## config.mk

```make
export PLATFORM = sky130hd
export DESIGN_NAME = boolean_expression_evaluator_top
export DESIGN_NICKNAME = d
export VERILOG_FILES = /design/src/design/bee_pkg.sv /design/src/design/bee_stack.sv /design/src/design/boolean_expression_evaluator_top.sv
export SDC_FILE = /design/constraint.sdc
export NUM_CORES = 1
export LEC_CHECK = 0
export BUFFER_PORTS_ARGS = -buffer_cell sky130_fd_sc_hd__buf_4
export CAP_MARGIN = 0
export CORE_MARGIN = 5
export CORE_UTILIZATION = 55
export DETAILED_ROUTE_END_ITERATION = 8
export HOLD_SLACK_MARGIN = 0.12
export MAX_ROUTING_LAYER = met4
export PLACE_DENSITY = 0.71
export REMOVE_ABC_BUFFERS = 1
export SLEW_MARGIN = 20
export SYNTH_ARGS = -nofsm -noshare
export SYNTH_HDL_FRONTEND = slang
export SYNTH_SLANG_ARGS = --single-unit
```

## constraint.sdc

```tcl
create_clock -name i_clk -period 4.3 [get_ports i_clk]
set_input_delay 1.29 -clock i_clk [delete_from_list [all_inputs] [get_ports i_clk]]
set_output_delay 1.29 -clock i_clk [all_outputs]
set_load 0.1 [all_outputs]
```

## src/design/bee_pkg.sv

```systemverilog
// ----------------------------------------------------------------------------
// bee_pkg
// Token codes, sequencer states, stack command group and the operator
// precedence and evaluation functions of the boolean expression evaluator.
// ----------------------------------------------------------------------------
package bee_pkg;

    localparam int OPC_W = 4;

    localparam logic [OPC_W-1:0] OPC_OPERAND = 4'd0;
    localparam logic [OPC_W-1:0] OPC_OPEN    = 4'd1;
    localparam logic [OPC_W-1:0] OPC_CLOSE   = 4'd2;
    localparam logic [OPC_W-1:0] OPC_IMPL    = 4'd3;
    localparam logic [OPC_W-1:0] OPC_NOR     = 4'd4;
    localparam logic [OPC_W-1:0] OPC_OR      = 4'd5;
    localparam logic [OPC_W-1:0] OPC_XNOR    = 4'd6;
    localparam logic [OPC_W-1:0] OPC_XOR     = 4'd7;
    localparam logic [OPC_W-1:0] OPC_NAND    = 4'd8;
    localparam logic [OPC_W-1:0] OPC_AND     = 4'd9;
    localparam logic [OPC_W-1:0] OPC_NOT     = 4'd10;
    localparam logic [OPC_W-1:0] OPC_END     = 4'd11;

    typedef enum logic [1:0] {
        S_IDLE,
        S_CLOSE,
        S_BINOP,
        S_END
    } t_state;

    // One command to a stack per cycle; pop together with set_top replaces
    // the two top entries by one.
    typedef struct packed {
        logic push;
        logic pop;
        logic set_top;
        logic clear;
    } t_stk_cmd;

    // Precedence offset by two so that parentheses (lowest) sit at zero.
    function automatic logic [2:0] f_prec(input logic [OPC_W-1:0] op);
        logic [2:0] p;
        case (op)
            OPC_OPEN, OPC_CLOSE: p = 3'd0;
            OPC_IMPL:            p = 3'd3;
            OPC_NOR, OPC_OR:     p = 3'd4;
            OPC_XNOR, OPC_XOR:   p = 3'd5;
            OPC_NAND, OPC_AND:   p = 3'd6;
            OPC_NOT:             p = 3'd7;
            default:             p = 3'd2;
        endcase
        return p;
    endfunction

    function automatic logic f_apply(input logic a, input logic [OPC_W-1:0] op,
                                     input logic b);
        logic r;
        case (op)
            OPC_IMPL: r = ~a | b;
            OPC_NOR:  r = ~(a | b);
            OPC_OR:   r = a | b;
            OPC_XNOR: r = ~(a ^ b);
            OPC_XOR:  r = a ^ b;
            OPC_NAND: r = ~(a & b);
            OPC_AND:  r = a & b;
            default:  r = 1'b0;
        endcase
        return r;
    endfunction

endpackage

```

## src/design/bee_stack.sv

```systemverilog
// ----------------------------------------------------------------------------
// bee_stack
// Stack with the top entry in a register and the rest in a synchronous
// memory; the read port always holds the entry below the top.
// ----------------------------------------------------------------------------
module bee_stack #(
    parameter int WIDTH = 1,
    parameter int DEPTH = 16
) (
    input  logic                         i_clk,
    input  logic                         i_rst_n,
    input  bee_pkg::t_stk_cmd            i_cmd,
    input  logic [WIDTH-1:0]             i_data,
    output logic [WIDTH-1:0]             o_top,
    output logic [WIDTH-1:0]             o_second,
    output logic [$clog2(DEPTH+1)-1:0]   o_count
);
    import bee_pkg::*;

    localparam int CW = $clog2(DEPTH + 1);
    localparam int AW = $clog2(DEPTH);

    logic [WIDTH-1:0] r_mem [DEPTH];
    logic [WIDTH-1:0] r_top, n_top;
    logic [WIDTH-1:0] r_second;
    logic [CW-1:0]    r_count, n_count;
    logic [CW-1:0]    w_cnt_m1;
    logic [CW-1:0]    w_ncnt_m2;
    logic             w_can_push;
    logic             w_we;
    logic [AW-1:0]    w_waddr;
    logic [AW-1:0]    w_raddr;

    assign w_can_push = (r_count < CW'(DEPTH));
    assign w_cnt_m1   = r_count - CW'(1);
    assign w_ncnt_m2  = n_count - CW'(2);
    // spill the old top below the new one
    assign w_we       = i_cmd.push && w_can_push && (r_count != '0);
    assign w_waddr    = w_cnt_m1[AW-1:0];
    assign w_raddr    = (n_count >= CW'(2)) ? w_ncnt_m2[AW-1:0] : '0;

    always_comb begin
        n_count = r_count;
        n_top   = r_top;
        if (i_cmd.clear) begin
            n_count = '0;
        end else if (i_cmd.push) begin
            if (w_can_push) begin
                n_count = r_count + CW'(1);
                n_top   = i_data;
            end
        end else if (i_cmd.pop) begin
            if (r_count != '0) begin
                n_count = w_cnt_m1;
            end
            n_top = i_cmd.set_top ? i_data : r_second;
        end else if (i_cmd.set_top) begin
            n_top = i_data;
        end
    end

    always_ff @(posedge i_clk) begin
        if (!i_rst_n) begin
            r_count <= '0;
        end else begin
            r_count <= n_count;
        end
    end

    always_ff @(posedge i_clk) begin
        r_top <= n_top;
    end

    // memory with write-first forwarding on the entry below the top
    always_ff @(posedge i_clk) begin
        if (w_we) begin
            r_mem[w_waddr] <= r_top;
        end
        if (w_we && (w_waddr == w_raddr)) begin
            r_second <= r_top;
        end else begin
            r_second <= r_mem[w_raddr];
        end
    end

    assign o_top    = r_top;
    assign o_second = r_second;
    assign o_count  = r_count;

endmodule

```

## src/design/boolean_expression_evaluator_top.sv

```systemverilog
// ----------------------------------------------------------------------------
// boolean_expression_evaluator_top
// Infix boolean expression evaluator with operator and value stacks.
// ----------------------------------------------------------------------------
// Usage:
//   Input channel (i_in_valid / o_in_ready) carries one token per item:
//   i_opcode and i_operand_value. Output channel (o_out_valid / i_out_ready)
//   carries one item per end token: o_result_value and o_error_flag.
//   Operand, open paren, not, a binary operator taken as not and unused codes
//   are taken in the idle state, which the block does not leave for them.
//   Binary operator and close paren: the block leaves the idle state and
//   reduces the stacked operators, one reduction per cycle, set by the
//   operator stack top register and the read port that holds the entry
//   below it; then it pushes the operator or pops the matching open paren.
//   End token: after its reductions, once the output register is free, its
//   result and o_out_valid are registered, and both stacks, the error flag
//   and the operand tracking are cleared.
//   Reset (synchronous, active low) empties both stacks and the output
//   register. While a result waits, tokens are still taken; only a further
//   end token holds in its final step until the output register is free.
// ----------------------------------------------------------------------------
module boolean_expression_evaluator_top #(
    parameter int OP_STACK_DEPTH    = 16,
    parameter int VALUE_STACK_DEPTH = 16
) (
    input  logic                      i_clk,
    input  logic                      i_rst_n,
    input  logic                      i_in_valid,
    output logic                      o_in_ready,
    input  logic [bee_pkg::OPC_W-1:0] i_opcode,
    input  logic                      i_operand_value,
    output logic                      o_out_valid,
    input  logic                      i_out_ready,
    output logic                      o_result_value,
    output logic                      o_error_flag
);
    import bee_pkg::*;

    localparam int OCW = $clog2(OP_STACK_DEPTH + 1);
    localparam int VCW = $clog2(VALUE_STACK_DEPTH + 1);

    t_state           r_state, n_state;
    logic [OPC_W-1:0] r_op, n_op;
    logic             r_lwo, n_lwo;
    logic             r_sticky, n_sticky;
    logic             r_out_valid, n_out_valid;
    logic             r_result, n_result;
    logic             r_err_out, n_err_out;

    t_stk_cmd         w_ocmd, w_vcmd;
    logic [OPC_W-1:0] w_odata;
    logic             w_vdata;
    logic [OPC_W-1:0] w_otop, w_osec;
    logic             w_vtop, w_vsec;
    logic [OCW-1:0]   w_ocnt;
    logic [VCW-1:0]   w_vcnt;

    t_stk_cmd         w_red_vcmd;
    logic             w_red_vdata;
    logic             w_red_err;
    logic             w_accept;
    logic             w_out_free;
    logic             w_ofull;
    logic             w_vfull;
    logic [OPC_W-1:0] w_binop;

    bee_stack #(.WIDTH(OPC_W), .DEPTH(OP_STACK_DEPTH)) u_op_stack (
        .i_clk    (i_clk),
        .i_rst_n  (i_rst_n),
        .i_cmd    (w_ocmd),
        .i_data   (w_odata),
        .o_top    (w_otop),
        .o_second (w_osec),
        .o_count  (w_ocnt)
    );

    bee_stack #(.WIDTH(1), .DEPTH(VALUE_STACK_DEPTH)) u_val_stack (
        .i_clk    (i_clk),
        .i_rst_n  (i_rst_n),
        .i_cmd    (w_vcmd),
        .i_data   (w_vdata),
        .o_top    (w_vtop),
        .o_second (w_vsec),
        .o_count  (w_vcnt)
    );

    assign w_accept   = i_in_valid && (r_state == S_IDLE);
    assign w_out_free = !r_out_valid || i_out_ready;
    assign w_ofull    = (w_ocnt >= OCW'(OP_STACK_DEPTH));
    assign w_vfull    = (w_vcnt >= VCW'(VALUE_STACK_DEPTH));
    assign w_binop    = (r_lwo || (w_ocnt == '0 && w_vcnt == '0)) ? OPC_NOT : i_opcode;

    // Value-stack effect of popping and applying the top operator.
    always_comb begin
        w_red_vcmd  = '0;
        w_red_vdata = 1'b0;
        w_red_err   = 1'b0;
        case (w_otop)
            OPC_OPEN, OPC_CLOSE: begin
                w_red_err = 1'b1;
            end
            OPC_NOT: begin
                if (w_vcnt == '0) begin
                    w_red_err = 1'b1;
                end else begin
                    w_red_vcmd.set_top = 1'b1;
                    w_red_vdata        = ~w_vtop;
                end
            end
            default: begin
                if (w_vcnt < VCW'(2)) begin
                    w_red_err = 1'b1;
                end else begin
                    w_red_vcmd.pop     = 1'b1;
                    w_red_vcmd.set_top = 1'b1;
                    w_red_vdata        = f_apply(w_vsec, w_otop, w_vtop);
                end
            end
        endcase
    end

    always_comb begin
        n_state     = r_state;
        n_op        = r_op;
        n_lwo       = r_lwo;
        n_sticky    = r_sticky;
        n_out_valid = r_out_valid && !i_out_ready;
        n_result    = r_result;
        n_err_out   = r_err_out;
        w_ocmd      = '0;
        w_vcmd      = '0;
        w_odata     = i_opcode;
        w_vdata     = i_operand_value;
        o_in_ready  = 1'b0;
        case (r_state)
            S_IDLE: begin
                o_in_ready = 1'b1;
                if (w_accept) begin
                    case (i_opcode) inside
                        OPC_OPERAND: begin
                            if (w_vfull) begin
                                n_sticky = 1'b1;
                            end else begin
                                w_vcmd.push = 1'b1;
                            end
                            n_lwo = 1'b0;
                        end
                        OPC_OPEN: begin
                            if (w_ofull) begin
                                n_sticky = 1'b1;
                            end else begin
                                w_ocmd.push = 1'b1;
                            end
                            n_lwo = 1'b1;
                        end
                        OPC_CLOSE: begin
                            n_lwo   = 1'b0;
                            n_state = S_CLOSE;
                        end
                        [OPC_IMPL:OPC_NOT]: begin
                            n_lwo = 1'b1;
                            if (w_binop == OPC_NOT) begin
                                w_odata = OPC_NOT;
                                if (w_ofull) begin
                                    n_sticky = 1'b1;
                                end else begin
                                    w_ocmd.push = 1'b1;
                                end
                            end else begin
                                n_op    = w_binop;
                                n_state = S_BINOP;
                            end
                        end
                        OPC_END: begin
                            n_state = S_END;
                        end
                        default: begin
                            // unused codes: drop
                        end
                    endcase
                end
            end
            S_CLOSE: begin
                if (w_ocnt != '0 && w_otop != OPC_OPEN) begin
                    w_ocmd.pop = 1'b1;
                    w_vcmd     = w_red_vcmd;
                    w_vdata    = w_red_vdata;
                    n_sticky   = r_sticky | w_red_err;
                end else begin
                    if (w_ocnt != '0) begin
                        w_ocmd.pop = 1'b1;
                    end else begin
                        n_sticky = 1'b1;
                    end
                    n_state = S_IDLE;
                end
            end
            S_BINOP: begin
                if (w_ocnt != '0 && f_prec(w_otop) >= f_prec(r_op)) begin
                    w_ocmd.pop = 1'b1;
                    w_vcmd     = w_red_vcmd;
                    w_vdata    = w_red_vdata;
                    n_sticky   = r_sticky | w_red_err;
                end else begin
                    w_odata = r_op;
                    if (w_ofull) begin
                        n_sticky = 1'b1;
                    end else begin
                        w_ocmd.push = 1'b1;
                    end
                    n_state = S_IDLE;
                end
            end
            S_END: begin
                if (w_ocnt != '0) begin
                    w_ocmd.pop = 1'b1;
                    w_vcmd     = w_red_vcmd;
                    w_vdata    = w_red_vdata;
                    n_sticky   = r_sticky | w_red_err;
                end else if (w_out_free) begin
                    n_out_valid  = 1'b1;
                    n_result     = (w_vcnt == '0) ? 1'b1 : w_vtop;
                    n_err_out    = r_sticky;
                    w_ocmd.clear = 1'b1;
                    w_vcmd.clear = 1'b1;
                    n_lwo        = 1'b0;
                    n_sticky     = 1'b0;
                    n_state      = S_IDLE;
                end
            end
            default: begin
                n_state = S_IDLE;
            end
        endcase
    end

    always_ff @(posedge i_clk) begin
        if (!i_rst_n) begin
            r_state     <= S_IDLE;
            r_lwo       <= 1'b0;
            r_sticky    <= 1'b0;
            r_out_valid <= 1'b0;
        end else begin
            r_state     <= n_state;
            r_lwo       <= n_lwo;
            r_sticky    <= n_sticky;
            r_out_valid <= n_out_valid;
        end
    end

    always_ff @(posedge i_clk) begin
        r_op      <= n_op;
        r_result  <= n_result;
        r_err_out <= n_err_out;
    end

    assign o_out_valid    = r_out_valid;
    assign o_result_value = r_result;
    assign o_error_flag   = r_err_out;

    a_counts_bounded: assert property (@(posedge i_clk) disable iff (!i_rst_n)
        (w_ocnt <= OCW'(OP_STACK_DEPTH)) && (w_vcnt <= VCW'(VALUE_STACK_DEPTH)))
        else $error("stack count beyond depth");

    a_binop_is_binary: assert property (@(posedge i_clk) disable iff (!i_rst_n)
        (r_state == S_BINOP) |->
        (r_op != OPC_NOT && r_op != OPC_OPEN && r_op != OPC_CLOSE))
        else $error("pending operator is not binary");

    a_end_clears: assert property (@(posedge i_clk) disable iff (!i_rst_n)
        (r_state == S_END && w_ocnt == '0 && w_out_free) |=>
        (o_out_valid && w_ocnt == '0 && w_vcnt == '0 && !r_sticky && !r_lwo))
        else $error("end token left state behind");

    a_result_from_end: assert property (@(posedge i_clk) disable iff (!i_rst_n)
        $rose(o_out_valid) |-> ($past(r_state) == S_END))
        else $error("result raised outside end token");

    a_hold_while_full: assert property (@(posedge i_clk) disable iff (!i_rst_n)
        (r_state == S_END && w_ocnt == '0 && r_out_valid && !i_out_ready) |=>
        (r_state == S_END))
        else $error("end token overwrote waiting result");

endmodule

```

# After elaboration in Yosys (flattened, before gate mapping)
# Memory sizes are Yosys's and may differ from the RTL's. A register that Yosys moved wholly into a read port is not among the register bits.
# Cells that the tools add are included.
# W data, S select, Z words.
word_totals:
  regBits: 26
  ram_bits: 80
  romBits: 96
  inputBits: 9
  output_inout_bits: 4
  elab_cells: 229
  memories: 4
classes:
  addsub: 6
  order_cmp: 10
  eq_ne: 36
  n_mux: 113
  n_bitwise: 17
  reduce_logical: 32
memory_table:
  columns: ["name", "depth", "width", "rd", "rd_clocked_by_memory_dff", "wr", "line_no", "text"]
  rows:
  - ["u_op_stack.r_mem", 16, 4, 1, 1, 1, "bee_stack.sv:23", "logic [WIDTH-1:0] r_mem [DEPTH];"]
  - ["(no name shown)", 16, 3, 1, 1, 0, "bee_pkg.sv:42", "case (op)"]
  - ["(no name shown)", 16, 3, 1, 1, 0, "bee_pkg.sv:42", null]
  - ["u_val_stack.r_mem", 16, 1, 1, 1, 1, "bee_stack.sv:23", null]
op_table:
  columns: ["operator", "n"]
  rows:
  - ["$mux W4", 15]
  - ["$mux W1", 58]
  - ["$mux W5", 10]
  - ["$mux W2", 13]
  - ["$eq A4 B4 Y1 const B", 5]
  - ["$ne A2 B2 Y1 const B", 9]
  - ["$eq A4 B3 Y1 const B", 4]
  - ["$ne A4 B1 Y1 const B", 4]
  - ["$reduce_and A7 Y1", 2]
  - ["$eq A4 B2 Y1 const B", 3]
  - ["$mux W3", 4]
  - ["$not A1 Y1", 12]
  - ["$add A5 B1 Y5 const B", 2]
  - ["$ge A5 B2 Y1 const B", 2]
  - ["$ge A5 B5 Y1 const B", 2]
  - ["$logic_and A1 B1 Y1", 10]
  - ["$logic_not A5 Y1", 2]
  - ["$lt A5 B5 Y1 const B", 2]
  - ["$pmux W1 S2", 5]
  - ["$reduce_bool A5 Y1", 2]
  - ["$sub A5 B1 Y5 const B", 2]
  - ["$ne A3 B3 Y1 const B", 3]
  - ["$pmux W3 S3", 1]
  - ["$reduce_and A3 Y1", 3]
  - ["other kinds (28)", 39]

# Depth between registers and ports, before layout
# Gate-level depths: netlist of the first run.
logic_depth:
  word_depth: 16
  ltp_mapped: 16

# Cells and area by module
# From an unflattened synthesis of the first run, not the netlist that was laid out.
hier_totals:
  cells_unflattened: 531
  hier_area_um2: 6327.3
modules_own_cells:
  columns: ["mod", "instances", "cells_per_inst", "area_per_inst_um2", "seq_area_each_um2"]
  rows:
  - ["bee_stack at u_op_stack", 1, 211, 3425.8, 2222.1]
  - ["boolean_expression_evaluator_top", 1, 193, 1507.7, 340.3]
  - ["bee_stack at u_val_stack", 1, 127, 1393.8, 690.7]

# Worst setup path after synthesis of the first run
# OpenSTA, ideal clock, no wires.
synth_path:
  kind: "input to register"
  from: "in i_opcode[1] (netlist name)"
  to: "reg (tool-made name)"
  setup_ns: 0.115
  t_arrival_ns: 3.711
  required_ns: 4.185
  setup_slack_ns: 0.474
  path_stages: 14
  path_buffers: 3
  cell_sequence: "clkbuf_1 > or4bb_1 > o211a_1 > o31ai_4 > or2_2 > buf_6 > buf_4 > nor3_1 > a211oi_1 > nor2_1 > inv_1 > ha_1 > and3b_2 > a21oi_2"
synth_lines:
  columns: ["element", "line_no", "text"]
  rows:
  - ["start: declaration", "boolean_expression_evaluator_top.sv:30", "input logic [bee_pkg::OPC_W-1:0] i_opcode,"]

==> results of run 1 <==
synthesized netlist by cell type (all sizes together) (16+ instances only):
master | n | area (sq um)
mux4 | 20 | 450
o21ai | 22 | 110
and2 | 19 | 119
dfxtp | 29 | 581
inv | 31 | 116
ha | 27 | 338
a21oi | 30 | 154
nand2 | 31 | 116
nor3 | 17 | 85.1
clkbuf | 16 | 60.1
nor2 | 67 | 254
edfxtp | 91 | 2730
logic make-up (layout without fill, tap and decap cells):
logic type	count (synthesis)	in the layout	synth area share
AO/OA/AOI/OAI	108	108	0.115
XOR/XNOR	13	13	0.0178
adder cells (fa/ha/maj)	27	27	0.0529
buffers and inverters	55	85	0.0359
flip-flops	120	120	0.519
multiplexers	39	39	0.101
AND/OR/NAND/NOR	194	194	0.158
layer usage:
layer | wire, um | track usage | up-vias | share of wire
met5 | 0 | - | - | 0
met4 | 265 | 0.0810 | 0 | 0.019
met3 | 776 | 0.0466 | 19 | 0.057
met2 | 6880 | 0.339 | 141 | 0.50
met1 | 5800 | 0.268 | 2185 | 0.42
li1 | - | - | 2121 | -
stage by stage:
step | total power, mW | utilization | cells | instance area [sq um]
floorplan | 2.86 | - | 532 | 6270
global placement | 3.29 | 0.579 | 697 | 6610
detailed placement | 3.36 | 0.579 | 697 | 6610
CTS | 4.81 | 0.632 | 729 | 7210
global route | 5.07 | 0.632 | 729 | 7210
finish | 4.80 | 0.632 | 729 | 7210
cells in the final DEF, fill, tap and decap left out, types with 5 or more instances in the layout:
master	count
mux2i_1	15
xnor2_1	8
a211oi_1	6
a21o_1	5
nand3_1	10
mux4_2	20
or3_1	5
ha_1	27
a21oi_1	29
xor2_1	5
clkbuf_16	17
a221oi_1	5
nand2b_1	5
nor3_1	17
edfxtp_1	91
buf_4	22
o21ai_0	21
inv_1	31
and2_1	19
dfxtp_1	29
nand2_1	31
nor2_1	66
nor2b_1	7
worst reg2reg max path, delay by kind of cell, from the launching register on:
kind                       cells  cell delay [ps]
and+or+nand+nor                3             1050
DFF                            1              400
buffers and inverters          3              470
muxes                          1              120
adders and majority gates      2              470
AOI/OAI and AO/OA              5             1030
report_power, final:
group	internal [mW]	switching (mW)
clock	0.912	0.527
sequential	1.49	0.126
combinational	0.680	1.07
total	3.08	1.72
layout make-up:
class,count,share of cell area
tap,143,0.0248
sequential,120,0.459
inverter,31,0.0161
timing repair buffer,22,0.0229
clock inverter,15,0.0245
multi-input combinational,381,0.394
clock buffer,17,0.0590
worst max path at each step:
stage / endpoint / startpoint / depth (start not counted)
global route: register / u_val_stack.o_count[0]$_SDFF_PN0_ / 12
finish: register / i_opcode[1] / 13
CTS: register / i_opcode[1] / 13
detailed placement: register / i_opcode[1] / 11
global placement: register / i_opcode[1] / 11
floorplan: register / r_state[0]$_SDFFE_PN0P_ / 12
==> impl_metrics.py, run 1 <==
metrics = {
    "critical_path": {
        "worstPathMaxFanout": 20,
        "cpLargestDelayFamily": "simple AND/OR/NAND/NOR gates",
        "cpPeakStageDelay_ps": 530,
        "critPathBufInv": 3,
        "crit_path_end_kind": "register",
        "slowest_stage": "or4bb_1",
        "critPathLaunchType": "input port",
        "path_class": "input port to register",
        "critPathArrivalTime_ps": 3940,
        "r2r_start": "u_val_stack.o_count[1]$_SDFF_PN0_",
        "cp_cell_sequence": "buf_4 -> or4bb_1 -> o211a_1 -> o31ai_4 -> or2_2 -> o21ai_0 -> inv_1 -> buf_4 -> nor2_1 -> a21o_1 -> ha_1 -> mux2i_1 -> o2bb2ai_1",
        "critPathRequiredTime_ps": 4610,
        "crit_top_cell": "buf_4",
        "reg2regPathDepth": 14,
        "r2r_slack_ps": 670,
    },
    "global_routing": {
        "track_usage": 0.213,
        "grt_pass1_vias": 4447,
        "grt_max_degree": 26,
        "grt_overflow": 0,
        "antenna_found_initial": 0,
        "grt_pass1_wl_um": 22700,
    },
    "synthesis": {
        "async_flop_share": 0,
        "yosys_warnings": 0,
        "synth_area_sq_mm": 0.00638,
        "synth_edf_count": 91,
        "ys.flop_type": "edfxtp_1",
        "synthDistinctLibCells": 69,
        "syn_inst": 556,
        "ys_seq_area_frac": 0.519,
        "avgSynthCellArea_sq_um": 11.5,
        "ys_seq_elements": 120,
    },
    "detailed_routing": {
        "via_per_inst": 6.13,
        "firstDrtPassIters": 5,
        "drc": 0,
        "ant_nets": 0,
        "num_vias": 4466,
        "routed_wl_um": 13700,
        "wl_per_cell_um": 18.8,
        "dr.first_iter.drc_count": 312,
    },
    "floorplanning": {
        "ios": 13,
        "core_area_sq_mm": 0.0114,
        "die-area_sq_mm": 0.0139,
        "initial_core_util": 0.559,
        "die_x_um": 118,
        "rows": 39,
        "fp.dieH_um": 118,
    },
    "clock_network": {
        "path_clk_slew_ps": 50,
        "clock-sinks": 120,
        "htreeDepth": 4,
        "cts_root_buf": "clkbuf_16",
        "clk_path_buf_depth": 2,
        "cts_hold_buf": 0,
        "cts_inserted_buffers": 17,
        "cts-resized-gates": 0,
        "post_cts_buffers": 0,
        "cts_tree": "done",
        "clk-insertion-delay-late_ps": 420,
    },
    "timing": {
        "fmax_mhz": 275,
        "fin_ws_ps": 663,
        "final_max_slew_viol_count": 0,
        "period_minus_slack_ps": 3640,
        "post-route-period-util": 0.846,
        "finalSetupViolations": 0,
        "rsz0062_at_grt": "no",
        "fin_skew_ps": 11.5,
        "hold_ws_ps": 514,
        "worst_pin_slew_ps": 884,
        "tns_ps": 0,
        "hold_viol": 0,
        "slew_headroom": 0.410,
    },
    "worst_hold_path": {
        "hold_class": "register to register",
        "min_to": "o_out_valid$_SDFF_PN0_",
        "hold_depth": 2,
        "hold_start": "o_out_valid$_SDFF_PN0_",
    },
    "finish": {
        "syn2layout_area_growth_pct": 13.1,
        "n_fill_cell": 899,
        "antenna_cells": 0,
        "drive_gt1_frac": 0.145,
        "multi_input_area_sq_mm": 0.00284,
        "seq_area_sq_mm": 0.00331,
        "fin_nets": 609,
    },
    "power_and_ir_drop": {
        "ir_worst_vdd_uv": 395,
        "powerDensity_mw_per_mm2": 665,
        "leakage_nw": 2.63,
    },
    "place": {
        "post-place-ws_ps": 272,
        "gp_congestion": 0.885,
        "port_buffers": 12,
        "place_hpwl_um": 9680,
    },
    "outcome": {
        "status": "completed",
    },
    "flow_run": {
        "maxCapViolCount": 0,
    },
}
Power figures use the tool's default switching activity.
==> run 2: changes to the inputs <==
==> constraint.sdc (replaced) <==
create_clock -name i_clk -period 3.43 [get_ports i_clk]
set_input_delay 1.029 -clock i_clk [delete_from_list [all_inputs] [get_ports i_clk]]
set_output_delay 1.029 -clock i_clk [all_outputs]
set_load 0.1 [all_outputs]
==> impl_metrics.py, run 2 (synthesis results as in run 1) <==
metrics = {
    "finish": {
        "n_fill_cell": 884,
        "drive_gt1_frac": 0.190,
        "antenna_cells": 0,
        "final_common_cell": "edfxtp_1",
        "syn2layout_area_growth_pct": 17.5,
        "final_cell_mix": "edfxtp_1 (91), nor2_1 (66), buf_4 (56), nand2_1 (31), inv_1 (30)",
        "post-route-util": 0.657,
        "fin_nets": 643,
    },
    "power_and_ir_drop": {
        "leakage_nw": 2.81,
        "powerDensity_mw_per_mm2": 843,
        "ir_worst_vdd_uv": 493,
    },
    "timing": {
        "fmax_mhz": 308,
        "slew_headroom": 0.422,
        "hold_viol": 0,
        "tns_ps": 0,
        "period_minus_slack_ps": 3250,
        "finalSetupViolations": 0,
        "worst_pin_slew_ps": 855,
        "post-route-period-util": 0.947,
        "final_max_slew_viol_count": 0,
        "rsz0062_at_grt": "no",
        "fin_skew_ps": 7.77,
    },
    "clock_network": {
        "path_clk_slew_ps": 60,
        "clk_path_buf_depth": 2,
        "cts_root_buf": "clkbuf_16",
        "clk-insertion-delay-late_ps": 410,
        "cts_tree": "done",
        "cts_inserted_buffers": 17,
        "post_cts_buffers": 0,
        "clock-sinks": 120,
        "htreeDepth": 4,
    },
    "floorplanning": {
        "ios": 13,
        "rows": 39,
        "fp.dieH_um": 118,
        "core_area_sq_mm": 0.0114,
        "die-area_sq_mm": 0.0139,
        "die_x_um": 118,
        "initial_core_util": 0.559,
    },
    "critical_path": {
        "critPathLaunchType": "register",
        "critPathRequiredTime_ps": 3730,
        "crit_path_end_kind": "register",
        "worstPathMaxFanout": 8,
        "path_class": "register to register",
        "critPathArrivalTime_ps": 3550,
    },
    "global_routing": {
        "track_usage": 0.221,
        "antenna_found_initial": 0,
        "grt_max_degree": 26,
        "grt_pass1_vias": 4567,
        "grt_overflow": 0,
        "grt_pass1_wl_um": 23500,
    },
    "outcome": {
        "status": "completed",
    },
    "detailed_routing": {
        "num_vias": 4608,
        "wl_per_cell_um": 18.7,
        "firstDrtPassIters": 5,
        "drc": 0,
        "dr.first_iter.drc_count": 386,
        "routed_wl_um": 14300,
        "via_per_inst": 6.04,
        "ant_nets": 0,
    },
    "place": {
        "port_buffers": 12,
        "place_hpwl_um": 10300,
        "gp_congestion": 0.912,
    },
    "worst_hold_path": {
        "hold_class": "register to register",
    },
    "flow_run": {
        "maxCapViolCount": 0,
    },
}
run 2: cell count changes in the layout (fill, tap and decap cells not counted), sizes merged:
cell,change
buf,+34
clkbuf,+7
clkinv,-3
inv,-3
clkinvlp,-2
bufinv,+1
run 2: timing repair:
action | CTS | global route
gates resized for setup | 0 | 3
hold buffers | 0 | 0
endpoints found under the setup margin | 0 | 7
run 2: critical path, cell delays in order (launching register included):
cell and delay, ps:
dfxtp_1 370, inv_2 140, ha_2 250, or4b_1 510, o211a_1 290, o31ai_4 240
or2_2 220, o21ai_0 130, inv_1 140, mux2_2 380, ha_1 210, mux2i_1 150
o2bb2ai_1 90
run 2: worst paths after layout:
path | depth (start not counted) | slack, ps | to | start
setup / recovery | 12 | 180 | register | u_val_stack.o_count[0]$_SDFF_PN0_
hold / removal | 2 | 530 | r_sticky$_SDFFE_PN0P_ | r_sticky$_SDFFE_PN0P_
setup reg to reg | 12 | 180 | register | u_val_stack.o_count[0]$_SDFF_PN0_
hold reg to reg | 2 | 530 | r_sticky$_SDFFE_PN0P_ | r_sticky$_SDFFE_PN0P_
run 2: cell type report:
type | instances | area (sq um) | area share
inverters | 31 | 116 | 0.0155
clock inverters | 8 | 143 | 0.0190
flip-flops and latches | 120 | 3310 | 0.442
well taps | 143 | 179 | 0.0239
multi-input cells | 381 | 2850 | 0.380
repair buffers | 56 | 420 | 0.0560
clock buffers | 24 | 482 | 0.0642
run 2: routing by layer:
metal / vias to the layer above / routed length, um / track usage
met5: - / 0 / -
met4: 0 / 423 / 0.101
met3: 34 / 702 / 0.0500
met2: 143 / 7040 / 0.342
met1: 2237 / 6130 / 0.279
li1: 2194 / - / -
run 2: report_power, final:
part / total (mW) / switching, mW / internal (mW) / leakage [nW]
sequential: 1.97 / 0.107 / 1.87 / 1.06
clock: 1.87 / 0.603 / 1.27 / 0.306
combinational: 2.48 / 1.45 / 1.02 / 1.45
run 2: stage by stage:
stage	instance area, sq um	total power [mW]	instances	setup slack [ps]	hold WS, ps
global route	7500	6.68	763	27.3	543
floorplan	6270	3.58	532	-426	452
finish	7500	6.32	763	182	525
CTS	7490	6.33	763	109	513
detailed placement	6870	4.43	731	-121	489
global placement	6870	4.34	731	5.08	491
==> run 3: changes to the inputs <==
--- a/config.mk
+++ b/config.mk
@@ -7,8 +7,9 @@
 export LEC_CHECK = 0
 export BUFFER_PORTS_ARGS = -buffer_cell sky130_fd_sc_hd__buf_4
 export CAP_MARGIN = 0
-export CORE_MARGIN = 5
+export CORE_MARGIN = 3
 export CORE_UTILIZATION = 55
+export CTS_BUF_LIST = sky130_fd_sc_hd__clkbuf_2
 export DETAILED_ROUTE_END_ITERATION = 8
 export HOLD_SLACK_MARGIN = 0.12
 export MAX_ROUTING_LAYER = met4
==> constraint.sdc (replaced) <==
create_clock -name i_clk -period 3.4 [get_ports i_clk]
set_input_delay 1.02 -clock i_clk [delete_from_list [all_inputs] [get_ports i_clk]]
set_output_delay 1.02 -clock i_clk [all_outputs]
set_load 0.1 [all_outputs]
==> impl_metrics.py, run 3 (synthesis results as in run 1) <==
metrics = {
    "outcome": {
        "status": "completed",
    },
    "finish": {
        "multi_input_area_sq_mm": 0.00286,
        "syn2layout_area_growth_pct": 11.9,
        "fin_nets": 645,
        "final_common_cell": "edfxtp_1",
        "final_cell_mix": "edfxtp_1 (91), nor2_1 (66), buf_4 (58), inv_1 (31), nand2_1 (31)",
        "fin_cells": 762,
        "seq_area_sq_mm": 0.00331,
        "drive_gt1_frac": 0.198,
        "n_fill_cell": 913,
        "design_area_sq_mm": 0.00714,
    },
    "clock_network": {
        "post_cts_buffers": 0,
        "cts-resized-gates": 0,
        "htreeDepth": 4,
        "cts_hold_buf": 0,
        "clk-insertion-delay-late_ps": 660,
        "clock-sinks": 120,
        "cts_tree": "done",
        "cts_inserted_buffers": 17,
        "clk_path_buf_depth": 2,
        "cts_root_buf": "clkbuf_2",
        "path_clk_slew_ps": 170,
    },
    "timing": {
        "worst_pin_slew_ps": 600,
        "finalSetupViolations": 0,
        "hold_ws_ps": 534,
        "fmax_mhz": 315,
        "slew_headroom": 0.599,
        "period_minus_slack_ps": 3170,
        "rsz0062_at_grt": "no",
        "final_max_slew_viol_count": 0,
        "post-route-period-util": 0.933,
        "hold_viol": 0,
        "tns_ps": 0,
        "fin_skew_ps": 26.2,
    },
    "critical_path": {
        "worstPathMaxFanout": 12,
        "reg2regPathDepth": 12,
        "path_class": "register to register",
        "critPathRequiredTime_ps": 3970,
        "critPathLaunchType": "register",
        "critPathArrivalTime_ps": 3740,
        "crit_path_end_kind": "register",
    },
    "power_and_ir_drop": {
        "swShare": 0.387,
        "internal_power_mw": 3.33,
        "comb_power_share": 0.463,
        "power_frac_clock": 0.170,
        "seq_power_share": 0.367,
        "leakage_nw": 2.66,
        "switching_power_mw": 2.10,
        "powerDensity_mw_per_mm2": 759,
        "ir_worst_vdd_uv": 436,
        "p_total_mw": 5.42,
    },
    "floorplanning": {
        "ios": 13,
        "core_area_sq_mm": 0.0111,
        "fp.dieH_um": 114,
        "rows": 38,
        "die-area_sq_mm": 0.0129,
        "die_x_um": 114,
        "initial_core_util": 0.576,
    },
    "flow_run": {
        "maxCapViolCount": 0,
    },
    "detailed_routing": {
        "highest_layer": "met4",
        "dr.first_iter.drc_count": 326,
        "num_vias": 4622,
        "firstDrtPassIters": 6,
        "drc": 0,
        "via_per_inst": 6.07,
        "wl_per_cell_um": 18.4,
        "met1_length_um": 5890,
        "wl_met2_um": 6940,
        "ant_nets": 0,
        "routed_wl_um": 14000,
        "met3_length_um": 865,
    },
    "global_routing": {
        "track_usage": 0.239,
        "grt_max_degree": 26,
        "antenna_found_initial": 0,
        "grt_pass1_wl_um": 23200,
        "grt_pass1_vias": 4648,
        "grt_overflow": 0,
    },
    "place": {
        "placed_area_sq_mm": 0.00688,
        "place_hpwl_um": 10200,
        "gp_congestion": 0.898,
        "dpl.cell_count": 730,
        "port_buffers": 12,
    },
    "worst_hold_path": {
        "hold_depth": 0,
        "hold_class": "register to register",
    },
}
[run 3: metrics by stage]
| step | util | setup WS [ps] |
|---|---|---|
| after global routing | 0.645 | 14.9 |
| after global placement | 0.621 | -23.2 |
| final | 0.645 | 229 |
| after detailed placement | 0.621 | -73.4 |
| after floorplan | - | -456 |
| after CTS | 0.643 | 202 |
[run 3: worst paths after layout]
| check | start | end | slack (ps) |
|---|---|---|---|
| setup / recovery | u_op_stack.o_count[0]$_SDFF_PN0_ | register | 230 |
| hold / removal | r_sticky$_SDFFE_PN0P_ | o_error_flag$_DFFE_PP_ | 530 |
| setup reg to reg | u_op_stack.o_count[0]$_SDFF_PN0_ | register | 230 |
| hold reg to reg | r_sticky$_SDFFE_PN0P_ | o_error_flag$_DFFE_PP_ | 530 |
[run 3: final cells by class]
class / instances / share of cell area
antenna: 1 / 0.000350
clock buffer: 17 / 0.0119
clock inverter: 14 / 0.0221
inverter: 31 / 0.0163
multi-input combinational: 381 / 0.400
sequential: 120 / 0.464
tap: 140 / 0.0245
timing repair buffer: 58 / 0.0610
[run 3: power groups by stage]
stage / combinational (mW) / clock (mW) / sequential, mW
final: 2.51 / 0.923 / 1.99
after global routing: 2.77 / 1.01 / 2.01
after CTS: 2.48 / 0.949 / 1.99
after detailed placement: 2.46 / 0 / 2.02
after global placement: 2.38 / 0 / 2.01
after floorplan: 1.50 / 0 / 2.11
[run 3: layer usage]
layer	global-route usage	up-vias
li1	-	2193
met1	0.290	2230
met2	0.394	162
met3	0.0525	37
met4	0.0865	0
met5	-	-
[run 3: critical path, cell delays in order (launching register included)]
cell and delay, ps:
dfxtp_1 350, inv_1 130, ha_1 190, or4b_4 580
o211a_1 310, o31ai_4 240, or2_2 230, o21ai_0 130
inv_1 120, mux2_2 370, ha_1 190, mux2i_1 140
o2bb2ai_1 90
